**src/rtl/core/i3u_pkg.sv**
```systemverilog
`timescale 1ns / 1ps
package i3u_pkg;

  localparam int PayloadLimit = 256;
  localparam int PayloadCntW  = $clog2(PayloadLimit + 1);
  localparam int CapW         = 10;
  localparam int RunMax       = 4;
  localparam int RunCntW      = 3;

  // encoding selector codes
  localparam logic [7:0] EncLatin1   = 8'd0;
  localparam logic [7:0] EncUtf16Bom = 8'd1;
  localparam logic [7:0] EncUtf16Be  = 8'd2;
  localparam logic [7:0] EncUtf8     = 8'd3;

  localparam logic [7:0]  Lead2   = 8'hC0;
  localparam logic [7:0]  Lead3   = 8'hE0;
  localparam logic [7:0]  ContTag = 8'h80;
  localparam logic [7:0]  BomHi   = 8'hFE;
  localparam logic [7:0]  BomLo   = 8'hFF;
  localparam logic [15:0] Lim1    = 16'h0080;
  localparam logic [15:0] Lim2    = 16'h0800;

  typedef struct packed {
    logic [1:0]      n;
    logic [2:0][7:0] bytes;
  } enc_res_t;

endpackage

```
**src/rtl/core/i3u_if.sv**
```systemverilog
`timescale 1ns / 1ps
interface i3u_in_if;
  logic       valid;
  logic       ready;
  logic [7:0] in_byte;
  logic       frame_last;
  modport source (output valid, in_byte, frame_last, input ready);
  modport sink   (input valid, in_byte, frame_last, output ready);
endinterface

interface i3u_out_if;
  logic       valid;
  logic       ready;
  logic [7:0] out_byte;
  logic       is_terminator;
  logic       run_last;
  modport source (output valid, out_byte, is_terminator, run_last, input ready);
  modport sink   (input valid, out_byte, is_terminator, run_last, output ready);
endinterface

interface i3u_cfg_if;
  logic       valid;
  logic       ready;
  logic [9:0] text_capacity;
  modport source (output valid, text_capacity, input ready);
  modport sink   (input valid, text_capacity, output ready);
endinterface

```
**src/rtl/core/id3_text_to_utf8_unit.sv**
```systemverilog
`timescale 1ns / 1ps
// ID3 text frame to UTF-8 converter. Frame bytes arrive one request at a time on
// in_if; the first byte of a frame picks the encoding (0 Latin-1, 1 UTF-16 with
// optional BOM, little-endian by default, 2 UTF-16 big-endian, 3 raw copy, any
// other value yields empty text). Each request produces 0..4 results on out_if:
// up to three UTF-8 bytes and, on the byte flagged frame_last, a zero terminator
// with is_terminator set; run_last marks the final result of a request.
// Characters that would exceed text_capacity (cfg_if, reset 63) are dropped
// whole, payload beyond 256 bytes is ignored, a UTF-16 zero unit stops the text.
// Timing: a request is registered at the input, converted in one pass into a
// result buffer, and drained at one result per cycle while out_if is ready; the
// single output port sets that rate. The next request waits in the input
// register and is converted as the last previous result is taken. No clearing pass.
// Write text_capacity only while the block is idle.
module id3_text_to_utf8_unit import i3u_pkg::*; (
  input  logic clk_i,
  input  logic rst_ni,
  i3u_in_if.sink    in_if,
  i3u_out_if.source out_if,
  i3u_cfg_if.sink   cfg_if
);

  // configuration
  logic [CapW-1:0] cap_q;

  assign cfg_if.ready = 1'b1;

  always_ff @(posedge clk_i or negedge rst_ni) begin
    if (!rst_ni) begin
      cap_q <= CapW'(63);
    end else if (cfg_if.valid) begin
      cap_q <= cfg_if.text_capacity;
    end
  end

  // input register
  logic       s1_valid_q;
  logic [7:0] s1_byte_q;
  logic       s1_last_q;
  logic       s1_adv;

  assign in_if.ready = !s1_valid_q || s1_adv;

  always_ff @(posedge clk_i or negedge rst_ni) begin
    if (!rst_ni) begin
      s1_valid_q <= 1'b0;
    end else if (in_if.ready) begin
      s1_valid_q <= in_if.valid;
    end
  end

  always_ff @(posedge clk_i) begin
    if (in_if.valid && in_if.ready) begin
      s1_byte_q <= in_if.in_byte;
      s1_last_q <= in_if.frame_last;
    end
  end

  // frame state
  logic                   await_q, await_d;
  logic [7:0]             enc_q, enc_d;
  logic [PayloadCntW-1:0] pcnt_q, pcnt_d;
  logic [CapW-1:0]        emitted_q, emitted_d;
  logic [7:0]             held_q, held_d;
  logic                   half_q, half_d;
  logic                   le_q, le_d;
  logic                   halted_q, halted_d;

  logic        enc_en;
  logic        enc_raw;
  logic [15:0] enc_ch;
  logic [15:0] word;
  logic        term;
  enc_res_t    enc_res;

  i3u_char_enc u_char_enc (
    .en_i      (enc_en),
    .raw_i     (enc_raw),
    .ch_i      (enc_ch),
    .emitted_i (emitted_q),
    .cap_i     (cap_q),
    .res_o     (enc_res)
  );

  assign word = le_q ? {s1_byte_q, held_q} : {held_q, s1_byte_q};

  always_comb begin
    await_d   = await_q;
    enc_d     = enc_q;
    pcnt_d    = pcnt_q;
    emitted_d = emitted_q;
    held_d    = held_q;
    half_d    = half_q;
    le_d      = le_q;
    halted_d  = halted_q;
    enc_en    = 1'b0;
    enc_raw   = 1'b0;
    enc_ch    = {8'h00, s1_byte_q};
    term      = 1'b0;

    if (s1_adv) begin
      if (await_q) begin
        // selector byte: start a new frame
        await_d   = 1'b0;
        enc_d     = s1_byte_q;
        pcnt_d    = '0;
        emitted_d = '0;
        held_d    = '0;
        half_d    = 1'b0;
        halted_d  = 1'b0;
        le_d      = (s1_byte_q != EncUtf16Be);
      end else if (pcnt_q < PayloadCntW'(PayloadLimit)) begin
        pcnt_d = pcnt_q + PayloadCntW'(1);
        case (enc_q)
          EncUtf8: begin
            enc_en  = 1'b1;
            enc_raw = 1'b1;
          end
          EncLatin1: begin
            enc_en = 1'b1;
          end
          EncUtf16Bom, EncUtf16Be: begin
            if (!halted_q) begin
              if (!half_q) begin
                held_d = s1_byte_q;
                half_d = 1'b1;
              end else begin
                half_d = 1'b0;
                if (enc_q == EncUtf16Bom && pcnt_q == PayloadCntW'(1) &&
                    held_q == BomHi && s1_byte_q == BomLo) begin
                  le_d = 1'b0;
                end else if (enc_q == EncUtf16Bom && pcnt_q == PayloadCntW'(1) &&
                             held_q == BomLo && s1_byte_q == BomHi) begin
                  le_d = 1'b1;
                end else if (word == 16'h0000) begin
                  halted_d = 1'b1;
                end else begin
                  enc_en = 1'b1;
                  enc_ch = word;
                end
              end
            end
          end
          default: ;  // unknown encoding: payload ignored
        endcase
        if (enc_en) begin
          emitted_d = emitted_q + CapW'(enc_res.n);
        end
      end
      if (s1_last_q) begin
        term    = 1'b1;
        await_d = 1'b1;
        half_d  = 1'b0;
      end
    end
  end

  always_ff @(posedge clk_i or negedge rst_ni) begin
    if (!rst_ni) begin
      await_q   <= 1'b1;
      enc_q     <= '0;
      pcnt_q    <= '0;
      emitted_q <= '0;
      held_q    <= '0;
      half_q    <= 1'b0;
      le_q      <= 1'b1;
      halted_q  <= 1'b0;
    end else begin
      await_q   <= await_d;
      enc_q     <= enc_d;
      pcnt_q    <= pcnt_d;
      emitted_q <= emitted_d;
      held_q    <= held_d;
      half_q    <= half_d;
      le_q      <= le_d;
      halted_q  <= halted_d;
    end
  end

  // result buffer: one request's results, drained one per cycle while out_if is ready
  logic [RunMax-1:0][7:0] run_q;
  logic [RunMax-1:0][7:0] run_new;
  logic [RunCntW-1:0]     run_n_q;
  logic [RunCntW-1:0]     run_n_new;
  logic [1:0]             run_pos_q;
  logic                   run_term_q;
  logic                   last_pos;
  logic                   out_fire;
  logic                   run_free;

  always_comb begin
    run_new      = '0;
    run_new[0]   = enc_res.bytes[0];
    run_new[1]   = enc_res.bytes[1];
    run_new[2]   = enc_res.bytes[2];
    run_new[enc_res.n] = 8'h00;  // terminator slot after the text bytes
    run_n_new    = RunCntW'(enc_res.n) + RunCntW'(term);
  end

  assign last_pos = ({1'b0, run_pos_q} == run_n_q - RunCntW'(1));
  assign out_fire = out_if.valid && out_if.ready;
  assign run_free = (run_n_q == '0) || (out_fire && last_pos);
  assign s1_adv   = s1_valid_q && run_free;

  assign out_if.valid         = (run_n_q != '0);
  assign out_if.out_byte      = run_q[run_pos_q];
  assign out_if.run_last      = last_pos;
  assign out_if.is_terminator = run_term_q && last_pos;

  always_ff @(posedge clk_i or negedge rst_ni) begin
    if (!rst_ni) begin
      run_n_q    <= '0;
      run_pos_q  <= '0;
      run_term_q <= 1'b0;
    end else if (run_free) begin
      run_pos_q <= '0;
      if (s1_adv) begin
        run_n_q    <= run_n_new;
        run_term_q <= term;
      end else begin
        run_n_q    <= '0;
        run_term_q <= 1'b0;
      end
    end else if (out_fire) begin
      run_pos_q <= run_pos_q + 2'd1;
    end
  end

  always_ff @(posedge clk_i) begin
    if (s1_adv) begin
      run_q <= run_new;
    end
  end

endmodule

```
**src/rtl/core/i3u_char_enc.sv**
```systemverilog
`timescale 1ns / 1ps
module i3u_char_enc import i3u_pkg::*; (
  input  logic            en_i,
  input  logic            raw_i,
  input  logic [15:0]     ch_i,
  input  logic [CapW-1:0] emitted_i,
  input  logic [CapW-1:0] cap_i,
  output enc_res_t        res_o
);

  logic [1:0]    len;
  logic [CapW:0] need;

  always_comb begin
    if (raw_i || ch_i < Lim1) begin
      len = 2'd1;
    end else if (ch_i < Lim2) begin
      len = 2'd2;
    end else begin
      len = 2'd3;
    end
    need = {1'b0, emitted_i} + (CapW+1)'(len);

    res_o = '0;
    if (en_i && need <= {1'b0, cap_i}) begin
      res_o.n = len;
      case (len)
        2'd1: begin
          res_o.bytes[0] = ch_i[7:0];
        end
        2'd2: begin
          res_o.bytes[0] = Lead2 | {3'b000, ch_i[10:6]};
          res_o.bytes[1] = ContTag | {2'b00, ch_i[5:0]};
        end
        default: begin
          res_o.bytes[0] = Lead3 | {4'b0000, ch_i[15:12]};
          res_o.bytes[1] = ContTag | {2'b00, ch_i[11:6]};
          res_o.bytes[2] = ContTag | {2'b00, ch_i[5:0]};
        end
      endcase
    end
  end

endmodule

```
**src/flat_wrapper.sv**
```systemverilog
// flat-port wrapper written by rule: the top's interface ports become plain ports
module id3_text_to_utf8_unit_flat import i3u_pkg::*;
  (clk_i, rst_ni, in_if_valid, in_if_in_byte, in_if_frame_last, in_if_ready, out_if_valid, out_if_out_byte, out_if_is_terminator, out_if_run_last, out_if_ready, cfg_if_valid, cfg_if_text_capacity, cfg_if_ready);
  i3u_in_if in_if_i ();
  i3u_out_if out_if_i ();
  i3u_cfg_if cfg_if_i ();
  input  logic clk_i;
  input  logic rst_ni;
  input wire logic [$bits(in_if_i.valid)-1:0] in_if_valid;
  input wire logic [$bits(in_if_i.in_byte)-1:0] in_if_in_byte;
  input wire logic [$bits(in_if_i.frame_last)-1:0] in_if_frame_last;
  output wire logic [$bits(in_if_i.ready)-1:0] in_if_ready;
  output wire logic [$bits(out_if_i.valid)-1:0] out_if_valid;
  output wire logic [$bits(out_if_i.out_byte)-1:0] out_if_out_byte;
  output wire logic [$bits(out_if_i.is_terminator)-1:0] out_if_is_terminator;
  output wire logic [$bits(out_if_i.run_last)-1:0] out_if_run_last;
  input wire logic [$bits(out_if_i.ready)-1:0] out_if_ready;
  input wire logic [$bits(cfg_if_i.valid)-1:0] cfg_if_valid;
  input wire logic [$bits(cfg_if_i.text_capacity)-1:0] cfg_if_text_capacity;
  output wire logic [$bits(cfg_if_i.ready)-1:0] cfg_if_ready;
  assign in_if_i.valid = in_if_valid;
  assign in_if_i.in_byte = in_if_in_byte;
  assign in_if_i.frame_last = in_if_frame_last;
  assign in_if_ready = in_if_i.ready;
  assign out_if_valid = out_if_i.valid;
  assign out_if_out_byte = out_if_i.out_byte;
  assign out_if_is_terminator = out_if_i.is_terminator;
  assign out_if_run_last = out_if_i.run_last;
  assign out_if_i.ready = out_if_ready;
  assign cfg_if_i.valid = cfg_if_valid;
  assign cfg_if_i.text_capacity = cfg_if_text_capacity;
  assign cfg_if_ready = cfg_if_i.ready;
  id3_text_to_utf8_unit u_core (.clk_i(clk_i), .rst_ni(rst_ni), .in_if(in_if_i), .out_if(out_if_i), .cfg_if(cfg_if_i));
endmodule
```
**config.mk**
```make
export PLATFORM = sky130hd
export DESIGN_NAME = id3_text_to_utf8_unit_flat
export DESIGN_NICKNAME = d
export VERILOG_FILES = /design/src/rtl/core/i3u_pkg.sv /design/src/rtl/core/i3u_if.sv /design/src/rtl/core/id3_text_to_utf8_unit.sv /design/src/rtl/core/i3u_char_enc.sv /design/src/flat_wrapper.sv
export SDC_FILE = /design/constraint.sdc
export NUM_CORES = 1
export LEC_CHECK = 0
export ABC_AREA = 0
export BUFFER_PORTS_ARGS = -buffer_cell sky130_fd_sc_hd__clkbuf_2
export CORE_ASPECT_RATIO = 1.4
export CORE_MARGIN = 2
export CORE_UTILIZATION = 55
export CTS_CLUSTER_DIAMETER = 150
export DETAILED_ROUTE_END_ITERATION = 7
export MAX_ROUTING_LAYER = met4
export PLACE_DENSITY = 0.74
export SLEW_MARGIN = 20
export SYNTH_ARGS = -nofsm -noshare
export SYNTH_HDL_FRONTEND = slang
export SYNTH_SLANG_ARGS = --single-unit
export TNS_END_PERCENT = 10
```
**constraint.sdc**
```tcl
create_clock -name clk_i -period 8.4 [get_ports clk_i]
set_input_delay 2.1 -clock clk_i [delete_from_list [all_inputs] [get_ports clk_i]]
set_output_delay 2.1 -clock clk_i [all_outputs]
set_load 0.02 [all_outputs]
```
==> impl_summary.md, run 1 <==
Final layout
The library cell used most frequently in the layout, excluding fill and tap cells, is sky130_fd_sc_hd__nand2_1. The number of antenna diodes in the final layout is 0. The number of nets at the end of the flow is 598. Fill cells in the final layout number 755. Measured on the finished design, the core utilization comes to 0.625. The top cell types in the final layout, fill and taps aside, are sky130_fd_sc_hd__nand2_1, sky130_fd_sc_hd__o21ai_0, sky130_fd_sc_hd__dfrtp_1, sky130_fd_sc_hd__nor2_1, sky130_fd_sc_hd__clkbuf_2. The fraction of layout instances using a drive strength above 1 is 0.187.

Relative to the synthesized area, the layout overhead comes to 9.90%.

Synth
The part of the Yosys area used for sequential elements is 0.456. Of the total synthesized cell area, the portion taken by AND, OR, NAND and NOR gates is 0.197. The xor-xnor portion of the synthesized cell area is 0.0388. The mapped netlist covers 5130 um2. By area the synthesized netlist is led by sky130_fd_sc_hd__dfrtp_1, sky130_fd_sc_hd__edfxtp_1, sky130_fd_sc_hd__nand2_1, sky130_fd_sc_hd__o21ai_0, sky130_fd_sc_hd__ha_1.

The count of warnings emitted by yosys is 0. Of all cell types, the one taking the most synthesized area is sky130_fd_sc_hd__dfrtp_1. The proportion of synthesized area in mux cells is 0.0627.

Of all flip-flops after synthesis, the portion carrying an async set or reset was 0.644. Counting flops and latches in the post-synthesis netlist gives 87. The distinct cell type count after synthesis is 67. The combinational family with the most area after synthesis is simple AND/OR/NAND/NOR gates. The synthesized-area fraction occupied by ao, oa, aoi and oai cells was 0.142.

Of the total synthesized cell area, the portion taken by full adders, half adders and majority gates is 0.0566. Counting flops with a built-in enable in the synthesized netlist gives 31. The dominant register cell in the synthesized netlist is sky130_fd_sc_hd__dfrtp_1. The share of synthesized area in the top cell type comes to 0.234. The per-instance average area after synthesis is 9.77 um2. Synthesis produced 525 cells. The number of nets in the synthesized netlist is 571.

Outcome
The flow ran to the end, and the final reports show no timing, DRC or antenna violations.

Floorplanning
Pin placement for this block handled 37 I/O pins. Measured along the x axis, the die boundary spans 85.6 um. The die height is 118 um. The core region is 9030 um2. In this run the core area contains 41 standard-cell rows. The die footprint is 10100 um2.

The initial utilization of the core area, before any placement, comes to 0.568.

Hold path
The worst hold path terminates at u_core.run_n_q[1]. The tightest min-delay check is of the reg2reg type. Counting instances, the worst hold path has a depth of 2. The hold path startpoint is u_core.run_n_q[1].

Route
After detailed routing, the number of remaining DRC violations is 0. The final layout contains routed wiring with a total length of 10400 um. Dividing the detail-routed wire length by the instance count gives 15.6 um. The pre-antenna-repair detailed-routing pass consisted of 5 iterations.

For this block, the initial DRC count from the detailed router was 259. The detailed-route via count is 3897. The routed via count divided by cell count is 5.87.

The detail route stage leaves a number of antenna-violating nets equal to 0.

STA
Setup repair after global routing left no endpoint under its margin. Timing would allow up to 139 MHz. The final period utilization is 0.859. Setup violations remaining at the end of the flow were counted as 0. The slew at the pin with the worst max-slew slack is 0.785 ns. The post-route clock skew is 0.00982 ns.

The worst-case headroom to the max-slew limit is 0.473. The setup TNS is 0 ns. After layout, the minimum clock period comes to 7.22 ns. The max-slew violation count is 0.

The final number of hold-violating endpoints is 0.

Setup path
The worst setup path is launched from an input port. The endpoint identified for the worst register-to-register timing path is u_core.emitted_q[6]. The worst setup path is of the in2reg kind. STA puts the critical path data arrival time at 7.48 ns.

The required arrival time at the worst endpoint is 8.66 ns. The register-to-register setup slack is 1.98 ns. The cell depth of the worst flop-to-flop path is 28.

In this run the critical register-to-register path is launched from u_core.run_n_q[0]. In this run the worst path has a maximum fanout of 16. The endpoint class of the critical path is a flip-flop.

Global routing
The first global-routing pass estimated 18200 um of wire. The via count of the first global-routing pass is 3804. The aggregate global routing overflow is 0. The layer flagged by global routing as most heavily used is met2. The global-route track usage on met3 is 0.0482. Across every metal layer, demand over resource in global routing totals 0.230. The initial antenna violation count is 0. Entering global routing, the biggest net connects 57 pins. The met1 track demand over resource is 0.298.

In the global route stage, met2 resource usage came out at 0.355.

Clocking
The clock transition at the register clock pins on the worst setup and hold paths after CTS is 0.06 ns. The number of setup buffers added after CTS is 0. The cell sitting at the root of the clock tree is a sky130_fd_sc_hd__clkbuf_16. The clock tree from TritonCTS is built.

After clock tree synthesis, the flow added hold-fix buffers numbering 0. Counting along the longest clock path gives a buffer depth of 2. Post-CTS repair changed the size of 0 cells. CTS built an H-tree with a depth of 3. Buffers inserted during clock tree synthesis total 9. The sink count of the clock tree is 87. The insertion delay to the later sink of the worst-skew pair is 0.34 ns.

Pwr
For this design the ratio of total power to cell area is 213 nW/um2. VDD sags by at most 0.152 mV. In this run the static leakage power is 0.00234 uW. The total power is 1200 uW.

Placed design
The number of port buffers is 35. The congestion estimate from routability-driven global placement came to 0.922. The post-detailed-placement half-perimeter wirelength is 7630 um.

Flow run
The tool flagged a number of max-cap violations equal to 0.
[flip-flops by register name, indices dropped and copies added (netlist names)]
name	flops
u_core.await_q	1
u_core.cap_q	10
u_core.emitted_q	10
u_core.enc_q	8
u_core.half_q	1
u_core.halted_q	1
u_core.held_q	8
u_core.le_q	1
u_core.pcnt_q	9
u_core.run_n_q	3
u_core.run_pos_q	2
u_core.run_q	22
u_core.run_term_q	1
u_core.s1_byte_q	8
u_core.s1_last_q	1
u_core.s1_valid_q	1
[power breakdown]
part / total [uW] / internal (uW) / switching, uW
sequential: 595 / 510 / 85.9
clock: 354 / 199 / 156
combinational: 254 / 109 / 145
total: 1200 / 817 / 386
[kinds of logic (layout without fill, tap and decap cells)]
logic type,after synthesis,after routing
other cells,1,1
mux,29,29
fa+ha+maj,22,22
compound gates,112,112
xor+xnor,21,21
buf+inv,57,89
simple gates,196,196
flops,87,87
[routing by layer]
metal | part of all wire | vias up
met5 | 0 | -
met4 | 0.022 | 0
met3 | 0.040 | 16
met2 | 0.48 | 97
met1 | 0.45 | 1862
li1 | - | 1922
[cell usage after synthesis, drive strengths merged (3+ instances only)]
cell	number
nor4b	5
nand3	7
clkbuf	15
a22oi	11
xor2	6
xnor2	15
nor2	37
nor2b	3
nor4	11
and3	5
nand4	5
ha	20
a21o	5
o21ai	53
inv	33
nor3b	4
mux2	16
edfxtp	31
o31ai	5
nor3	15
or4	4
dfrtp	48
and2	7
mux2i	13
nand2	77
a21oi	15
a211oi	7
buf	9
dfstp	8
[area by class of cell]
type / instances / area (um2) / area share
multi-input combinational: 381 / 2560 / 0.454
sequential: 87 / 2340 / 0.415
clock buffer: 10 / 229 / 0.0406
timing repair buffer: 40 / 213 / 0.0377
tap: 107 / 134 / 0.0237
inverter: 33 / 124 / 0.0220
clock inverter: 6 / 37.5 / 0.00666
[per-stage QoR]
step	cells	hold slack, ns	setup slack [ns]	cell area [um2]
floorplan	525	0.438	1.46	5130
global placement	648	0.468	1.07	5370
detailed placement	648	0.471	0.842	5370
CTS	664	0.484	1.21	5630
global route	664	0.498	0.829	5640
finish	664	0.481	1.18	5640
[critical path, stage by stage]
cell and delay, ns:
sky130_fd_sc_hd__clkbuf_2 0.15, sky130_fd_sc_hd__a41oi_4 0.19, sky130_fd_sc_hd__or4b_2 0.72, sky130_fd_sc_hd__or3_1 0.39
sky130_fd_sc_hd__o21ai_2 0.20, sky130_fd_sc_hd__inv_2 0.11, sky130_fd_sc_hd__ha_1 0.21, sky130_fd_sc_hd__inv_1 0.07
sky130_fd_sc_hd__fa_1 0.41, sky130_fd_sc_hd__inv_1 0.07, sky130_fd_sc_hd__ha_1 0.22, sky130_fd_sc_hd__nor2b_1 0.13
sky130_fd_sc_hd__o21a_1 0.16, sky130_fd_sc_hd__o21ai_0 0.14, sky130_fd_sc_hd__a21oi_1 0.09, sky130_fd_sc_hd__o21bai_1 0.14
sky130_fd_sc_hd__a21o_1 0.19, sky130_fd_sc_hd__nand2_1 0.07, sky130_fd_sc_hd__buf_4 0.20, sky130_fd_sc_hd__nor2_1 0.16
sky130_fd_sc_hd__ha_1 0.19, sky130_fd_sc_hd__inv_1 0.05, sky130_fd_sc_hd__fa_1 0.43, sky130_fd_sc_hd__nand3b_1 0.21
sky130_fd_sc_hd__or3_1 0.31, sky130_fd_sc_hd__a21oi_1 0.14
[worst max path at each step]
stage / startpoint / end / cells after the start
6_report: out_if_ready / u_core.emitted_q[6] / 26
5_1_grt: out_if_ready / u_core.emitted_q[4] / 26
4_1_cts: out_if_ready / u_core.emitted_q[4] / 26
3_5_place_dp: out_if_ready / u_core.emitted_q[4] / 26
3_3_place_gp: out_if_ready / u_core.emitted_q[4] / 26
2_1_floorplan: out_if_ready / u_core.emitted_q[6] / 25
(Power assumes the default switching activity.)
==> inputs of run 2 (changes only) <==
--- a/config.mk
+++ b/config.mk
@@ -9,11 +9,10 @@
 export BUFFER_PORTS_ARGS = -buffer_cell sky130_fd_sc_hd__clkbuf_2
 export CORE_ASPECT_RATIO = 1.4
 export CORE_MARGIN = 2
-export CORE_UTILIZATION = 55
+export CORE_UTILIZATION = 45
 export CTS_CLUSTER_DIAMETER = 150
 export DETAILED_ROUTE_END_ITERATION = 7
 export MAX_ROUTING_LAYER = met4
-export PLACE_DENSITY = 0.74
 export SLEW_MARGIN = 20
 export SYNTH_ARGS = -nofsm -noshare
 export SYNTH_HDL_FRONTEND = slang
==> impl_summary.md, run 2 (synthesized netlist as in run 1, its figures left out) <==
STA
The worst-case headroom to the max-slew limit is 0.493. The final critical-path required period is 7.44 ns. The final number of hold-violating endpoints is 0. Setup repair after global routing left no endpoint under its margin. The max-slew violation count is 0. The final setup violation count is 0. The slew at the pin with the worst max-slew slack is 0.761 ns.

The setup TNS is 0 ns. Dividing the final minimum period by the clock period gives 0.886. The maximum clock frequency is 134 MHz.

After layout, the worst setup slack is 0.958 ns. Between clock sinks in the finished design, the worst skew comes to 0.00961 ns.

Final layout
The largest registers in the layout are u_core.run_q: 22 flops, u_core.cap_q: 10 flops, u_core.emitted_q: 10 flops. The final core utilization is 0.511. Leaving out fill and tap cells, the most frequent cells in the layout are sky130_fd_sc_hd__nand2_1, sky130_fd_sc_hd__o21ai_0, sky130_fd_sc_hd__dfrtp_1, sky130_fd_sc_hd__nor2_1, sky130_fd_sc_hd__clkbuf_2. Of the cells placed in the final design, the portion with a size suffix greater than 1 is 0.187. The antenna cell count is 0. The register bank with the most flops is u_core.run_q. The number of nets at the end of the flow is 598. Leaving out fill and tap cells, the most frequent cell in the layout is sky130_fd_sc_hd__nand2_1. The relative area change from synthesis to final layout is 11.9%.

The finished layout cell area is 5740 um2. The register with the most flip-flops in the layout has 22 of them.

Global routing
The via count of the first global-routing pass is 3848. The maximum number of pins on one net before global-route repair is 57. The global-route wire length before repair is 19200 um. For this run, the total global-route usage over all layers was measured as 0.207. The initial antenna violation count is 0. The total overflow left after global routing is 0.

Clocking
Gates resized during post-CTS repair numbered 0. The number of setup buffers added after CTS is 0. The clock transition at the register clock pins on the worst setup and hold paths after CTS is 0.06 ns.

Clock tree synthesis inserted a total of 9 buffers. TritonCTS built the clock tree. The deepest level of the CTS H-tree is 3. At the later pin of the worst-skew pair, clock insertion delay measures 0.34 ns. For this design, the sink count on the clock tree is 87.

The post-cts hold buffer count is 0. The root buffer cell is sky130_fd_sc_hd__clkbuf_16. No sink is reached through more buffers than the 2 on the longest clock path.

Outcome
The run finished with clean final reports.

Setup path
Data on the critical path is required at its endpoint by 8.59 ns. The worst register-to-register path ends at u_core.emitted_q[4]. The endpoint class of the critical path is a flip-flop. The type of the worst setup path is in2reg.

The startpoint type of the worst setup path is an input port. The cell depth of the worst flop-to-flop path is 27. The maximum fanout along the worst path is 16.

The start of the worst register-to-register path is u_core.run_n_q[0]. The most critical setup path has its startpoint at out_if_ready. The arrival time at the worst endpoint is 7.64 ns. The register-to-register setup slack is 1.76 ns.

Placed design
Input and output buffers added on the ports amount to 35. Timing analysis after detailed placement gives a worst setup slack of 0.652 ns. The routability congestion estimate from global placement is 0.902.

The post-detailed-placement half-perimeter wirelength is 8260 um. The post-detailed-placement cell area is 5410 um2.

Route
The routed via count divided by cell count is 5.57. The detailed-route via count is 3907. After detailed routing, the number of remaining DRC violations is 0.

The post-route antenna net violation count is 0. The total wire length after detailed routing is 11300 um. The average detailed-routed wire length per instance is 16.1 um. The first detailed-routing pass took 4 iterations.

The detailed router finished its first iteration with 205 violations.

Pwr
VDD sags by at most 0.105 mV. The total leakage power is 0.00237 uW. In this run the power density over the cells is 222 nW/um2.

Floorplanning
The floorplan step defined a die boundary enclosing 12300 um2. The die height is 130 um. The floorplan has 46 rows.

The I/O pin count is 37. The width of the die is 94.3 um. The initial utilization of the core area, before any placement, comes to 0.457. The core region is 11200 um2.

Hold path
The path class of the tightest hold or removal check is reg2reg. The worst hold path begins at u_core.run_term_q. The number of cells on the worst hold path is 2. The destination of the worst hold path is u_core.run_term_q.

Flow run
The tool flagged a number of max-cap violations equal to 0.
-- run 2: cell count changes in the layout (fill, tap and decap cells not counted) --
cell                         change
sky130_fd_sc_hd__clkbuf_8        +1
sky130_fd_sc_hd__clkinvlp_4      +2
sky130_fd_sc_hd__inv_6           +1
sky130_fd_sc_hd__clkbuf_16       +1
sky130_fd_sc_hd__o31ai_1         +1
sky130_fd_sc_hd__clkinv_4        -1
sky130_fd_sc_hd__clkbuf_1        -1
sky130_fd_sc_hd__clkinv_2        -3
sky130_fd_sc_hd__bufinv_16       +1
sky130_fd_sc_hd__clkinvlp_2      -1
sky130_fd_sc_hd__o31ai_2         -1
-- run 2: power by group --
group          switching (uW)  internal, uW
Sequential               86.5           509
Combinational             146           109
Clock                     167           258
Total                     400           877
-- run 2: routing by layer --
layer,part of all wire,vias to the layer above,global-route usage
li1,-,1924,-
met4,0.013,0,0.0725
met5,0,-,-
met1,0.44,1898,0.255
met3,0.030,10,0.0323
met2,0.51,75,0.347
-- run 2: stage by stage --
step / instances / hold slack (ns) / total power, uW
final: 701 / 0.481 / 1280
after global routing: 701 / 0.516 / 1350
after CTS: 701 / 0.487 / 1290
after detailed placement: 685 / 0.472 / 859
after global placement: 685 / 0.465 / 852
after floorplan: 525 / 0.438 / 773
-- run 2: worst max-delay path by stage --
stage                     endpoint  slack [ns]  cells after the start
6_report       u_core.emitted_q[4]        0.96                     25
5_1_grt        u_core.emitted_q[4]        0.47                     25
4_1_cts        u_core.emitted_q[6]        0.98                     23
3_5_place_dp   u_core.emitted_q[4]        0.65                     25
3_3_place_gp   u_core.emitted_q[4]        0.84                     25
2_1_floorplan  u_core.emitted_q[6]        1.46                     25
-- run 2: final cells by class --
type | count | area (um2)
clock buffers | 11 | 264
clock inverters | 5 | 62.6
fillers | 1071 | 5480
inverters | 33 | 124
multi-input cells | 381 | 2550
flip-flops and latches | 87 | 2340
well taps | 144 | 180
repair buffers | 40 | 213
-- run 2: worst max-delay path, cell delays in order --
cell and delay [ns]:
sky130_fd_sc_hd__clkbuf_2 0.15, sky130_fd_sc_hd__a41oi_4 0.19, sky130_fd_sc_hd__or4b_2 0.72, sky130_fd_sc_hd__or3_1 0.38, sky130_fd_sc_hd__o21ai_2 0.20, sky130_fd_sc_hd__inv_2 0.11
sky130_fd_sc_hd__ha_1 0.21, sky130_fd_sc_hd__inv_1 0.07, sky130_fd_sc_hd__fa_1 0.40, sky130_fd_sc_hd__inv_1 0.06, sky130_fd_sc_hd__ha_1 0.22, sky130_fd_sc_hd__nor2b_1 0.13
sky130_fd_sc_hd__o21a_1 0.16, sky130_fd_sc_hd__o21ai_0 0.18, sky130_fd_sc_hd__a21oi_1 0.09, sky130_fd_sc_hd__o21bai_1 0.12, sky130_fd_sc_hd__a21o_1 0.20, sky130_fd_sc_hd__nand2_1 0.36
sky130_fd_sc_hd__nor2_1 0.28, sky130_fd_sc_hd__ha_1 0.21, sky130_fd_sc_hd__inv_1 0.05, sky130_fd_sc_hd__fa_1 0.42, sky130_fd_sc_hd__nor4b_1 0.39, sky130_fd_sc_hd__xnor2_1 0.16
sky130_fd_sc_hd__nor2_1 0.05
==> inputs of run 3 (changes only) <==
--- a/config.mk
+++ b/config.mk
@@ -5,7 +5,7 @@
 export SDC_FILE = /design/constraint.sdc
 export NUM_CORES = 1
 export LEC_CHECK = 0
-export ABC_AREA = 0
+export ABC_AREA = 1
 export BUFFER_PORTS_ARGS = -buffer_cell sky130_fd_sc_hd__clkbuf_2
 export CORE_ASPECT_RATIO = 1.4
 export CORE_MARGIN = 2
==> impl_summary.md, run 3 <==
Outcome
The flow ran to the end, and the final reports show no timing, DRC or antenna violations.

Setup path
The required arrival time at the worst endpoint is 8.60 ns. The endpoint of the worst-slack reg-to-reg timing path is u_core.emitted_q[6]. The arrival time at the worst endpoint is 7.37 ns. The endpoint class of the critical path is a flip-flop. The slowest library cell on the worst path is sky130_fd_sc_hd__fa_1.

The biggest cell delay along the critical path is 0.41 ns. The maximum fanout along the worst path is 14. The register-to-register setup slack is 2.03 ns. The critical path in this run is classified as in2reg. Counting stages on the worst path, the most repeated cell is sky130_fd_sc_hd__nand2_1. Counting cells, the worst reg-to-reg path comes to 36. The start of the worst register-to-register path is u_core.le_q. The startpoint type of the worst setup path is an input port.

Floorplanning
The die footprint is 13300 um2. The I/O pin count is 37. After floorplanning, the core was sized to cover 12200 um2.

In this run the core area contains 48 standard-cell rows. The die height is 136 um. The starting density of the core is 0.456.

In this run the horizontal extent of the chip is 97.9 um.

Final layout
The flip-flop count of the largest register after layout is 22. The area growth from synthesis to layout is 10.1%. The fraction of layout instances using a drive strength above 1 is 0.145. The commonest non-fill, non-tap cell in the layout is sky130_fd_sc_hd__nand2_1. The largest registers in the layout are u_core.run_q: 22 flops, u_core.cap_q: 10 flops, u_core.emitted_q: 10 flops.

The register bank with the most flops is u_core.run_q. The final core utilization is 0.502. The final layout contains 766 nets.

The repair_antennas step left the layout with diodes totalling 0. In the layout the commonest cells are sky130_fd_sc_hd__nand2_1, sky130_fd_sc_hd__nor2_1, sky130_fd_sc_hd__inv_1, sky130_fd_sc_hd__dfrtp_1, sky130_fd_sc_hd__o21ai_0.

STA
In this run the tightest slew margin relative to its limit is 0.425. The final period utilization is 0.853. For the final database, setup skew stands at 0.0113 ns.

Setup repair after global routing left no endpoint under its margin. The final critical-path required period is 7.17 ns. The max-slew violation count was 0. The final number of hold-violating endpoints is 0. In the final timing run, aggregate negative setup slack is 0 ns. For the pin with the worst max-slew slack, the measured transition is 0.859 ns. The final setup violation count is 0. The final-layout worst hold slack is 0.474 ns. The maximum clock frequency is 139 MHz.

Placed design
The number of port buffers is 35. The post-detailed-placement half-perimeter wirelength is 10400 um. The routability congestion estimate from global placement is 0.938.

Synth
Yosys printed 0 warnings. The combined area of all synthesized cells is 5560 um2. Summed over all instances, the cell type with the most area after synthesis is sky130_fd_sc_hd__dfrtp_1. In the post-synthesis netlist, the biggest area contributors are sky130_fd_sc_hd__dfrtp_1, sky130_fd_sc_hd__edfxtp_1, sky130_fd_sc_hd__nand2_1, sky130_fd_sc_hd__nor2_1, sky130_fd_sc_hd__inv_1. The synthesized design contains 31 enable-type register cells.

In the synthesized netlist the async set-or-reset flop fraction comes to 0.644. The most frequently used cell type in the post-synthesis netlist is sky130_fd_sc_hd__nand2_1. Synthesis inferred 87 register bits.

Among all flip-flop cells after synthesis, the most frequent one is sky130_fd_sc_hd__dfrtp_1. The netlist uses 52 different library cells. The per-instance average area after synthesis is 8.08 um2. By count the netlist is led by sky130_fd_sc_hd__nand2_1, sky130_fd_sc_hd__nor2_1, sky130_fd_sc_hd__inv_1. The area share of the largest cell type after synthesis is 0.216. After technology mapping, the gate count stands at 688. The part of the Yosys area used for sequential elements is 0.421.

The net count after synthesis is 734.

Clocking
The number of setup buffers added after CTS is 0. The later pin in the worst-skew pair is clocked with a latency of 0.35 ns. Buffers inserted during clock tree synthesis total 9.

The maximum number of buffers from clock root to sink is 2. The number of gates resized after cts is 0. Hold repair after CTS inserted 0 buffers. In this run the clock root is driven by a sky130_fd_sc_hd__clkbuf_16. The deepest level of the CTS H-tree is 3. Clock-pin slew was measured on the worst setup and hold paths at 0.07 ns. The clock net in this run drives a total of 87 sinks.

TritonCTS built the clock tree.

Hold path
The hold path startpoint is u_core.s1_last_q. The destination of the worst hold path is u_core.half_q. The class of the tightest hold or removal check is reg2reg. The number of cells on the worst hold path is 1.

Pwr
The worst-case vdd ir drop is 0.119 mV. The total leakage power is 0.00283 uW. In this run the power density over the cells is 242 nW/um2.

Global routing
After global routing, the most crowded layer is met2. The initial antenna violation count is 0. The global-route track usage on met3 is 0.0341. The total overflow left after global routing is 0. In the global route stage, met1 resource usage came out at 0.270. The global-route usage over all layers is 0.221. The first global-routing pass estimated 22700 um of wire. Entering global routing, the biggest net connects 57 pins. The met2 routing resource usage after global routing is 0.381. The via count of the first global-routing pass is 4525.

Route
The total wire length after detailed routing is 13300 um. The post-route antenna net violation count is 0. The first detailed-routing pass took 5 iterations. After detailed routing, the average wire length per cell comes to 15.2 um. Detailed routing inserted a total of 4637 vias.

After the first detailed-routing iteration, the DRC count stood at 329. After detailed routing, the number of vias per cell comes to 5.30. The DRC violation count after routing is 0.

Flow run
The tool flagged a number of max-cap violations equal to 0.
run 3: kinds of logic after synthesis:
logic type | Yosys count | synth area share
XOR/XNOR | 22 | 0.0360
flip-flops | 87 | 0.421
adder cells (fa/ha/maj) | 22 | 0.0522
other | 1 | 0.000674
AO/OA/AOI/OAI | 110 | 0.117
AND/OR/NAND/NOR | 335 | 0.281
buffers and inverters | 110 | 0.0893
multiplexers | 1 | 0.00203
run 3: final cells by class:
cell class | count | area [um2]
inverter | 94 | 358
clock buffer | 9 | 225
fill | 1176 | 6070
sequential | 87 | 2340
tap | 150 | 188
clock inverter | 7 | 96.3
timing repair buffer | 37 | 190
multi-input combinational | 491 | 2720
run 3: power breakdown:
part	switching, uW	internal, uW
clock	168	261
sequential	82.3	530
combinational	304	137
total	554	928
run 3: how the worst max path moves through the flow:
stage	startpoint	endpoint
floorplan	out_if_ready	u_core.emitted_q[6]
finish	out_if_ready	u_core.emitted_q[6]
CTS	out_if_ready	u_core.emitted_q[6]
global route	out_if_ready	u_core.emitted_q[6]
global placement	out_if_ready	u_core.emitted_q[6]
detailed placement	out_if_ready	u_core.emitted_q[6]
run 3: through the flow:
step	instance area (um2)	total power [uW]	worst slack (ns)	std cells
after floorplan	5560	947	1.57	688
after global placement	5800	1050	1.15	859
after detailed placement	5800	1060	0.877	859
after CTS	6120	1490	1.24	875
after global routing	6120	1580	0.642	875
final	6120	1480	1.23	875
run 3: per-layer routing:
layer / routed length [um] / vias to the layer above
met2: 6770 / 105
met4: 239 / 0
met5: 0 / -
met1: 5820 / 2159
li1: - / 2349
met3: 471 / 24
run 3: worst max-delay path: cells and delay by family:
kind	cells	cell delay, ns
simple gates	17	2.31
buf+inv	4	0.30
xor+xnor	2	0.32
fa+ha+maj	5	1.47
compound gates	5	0.83
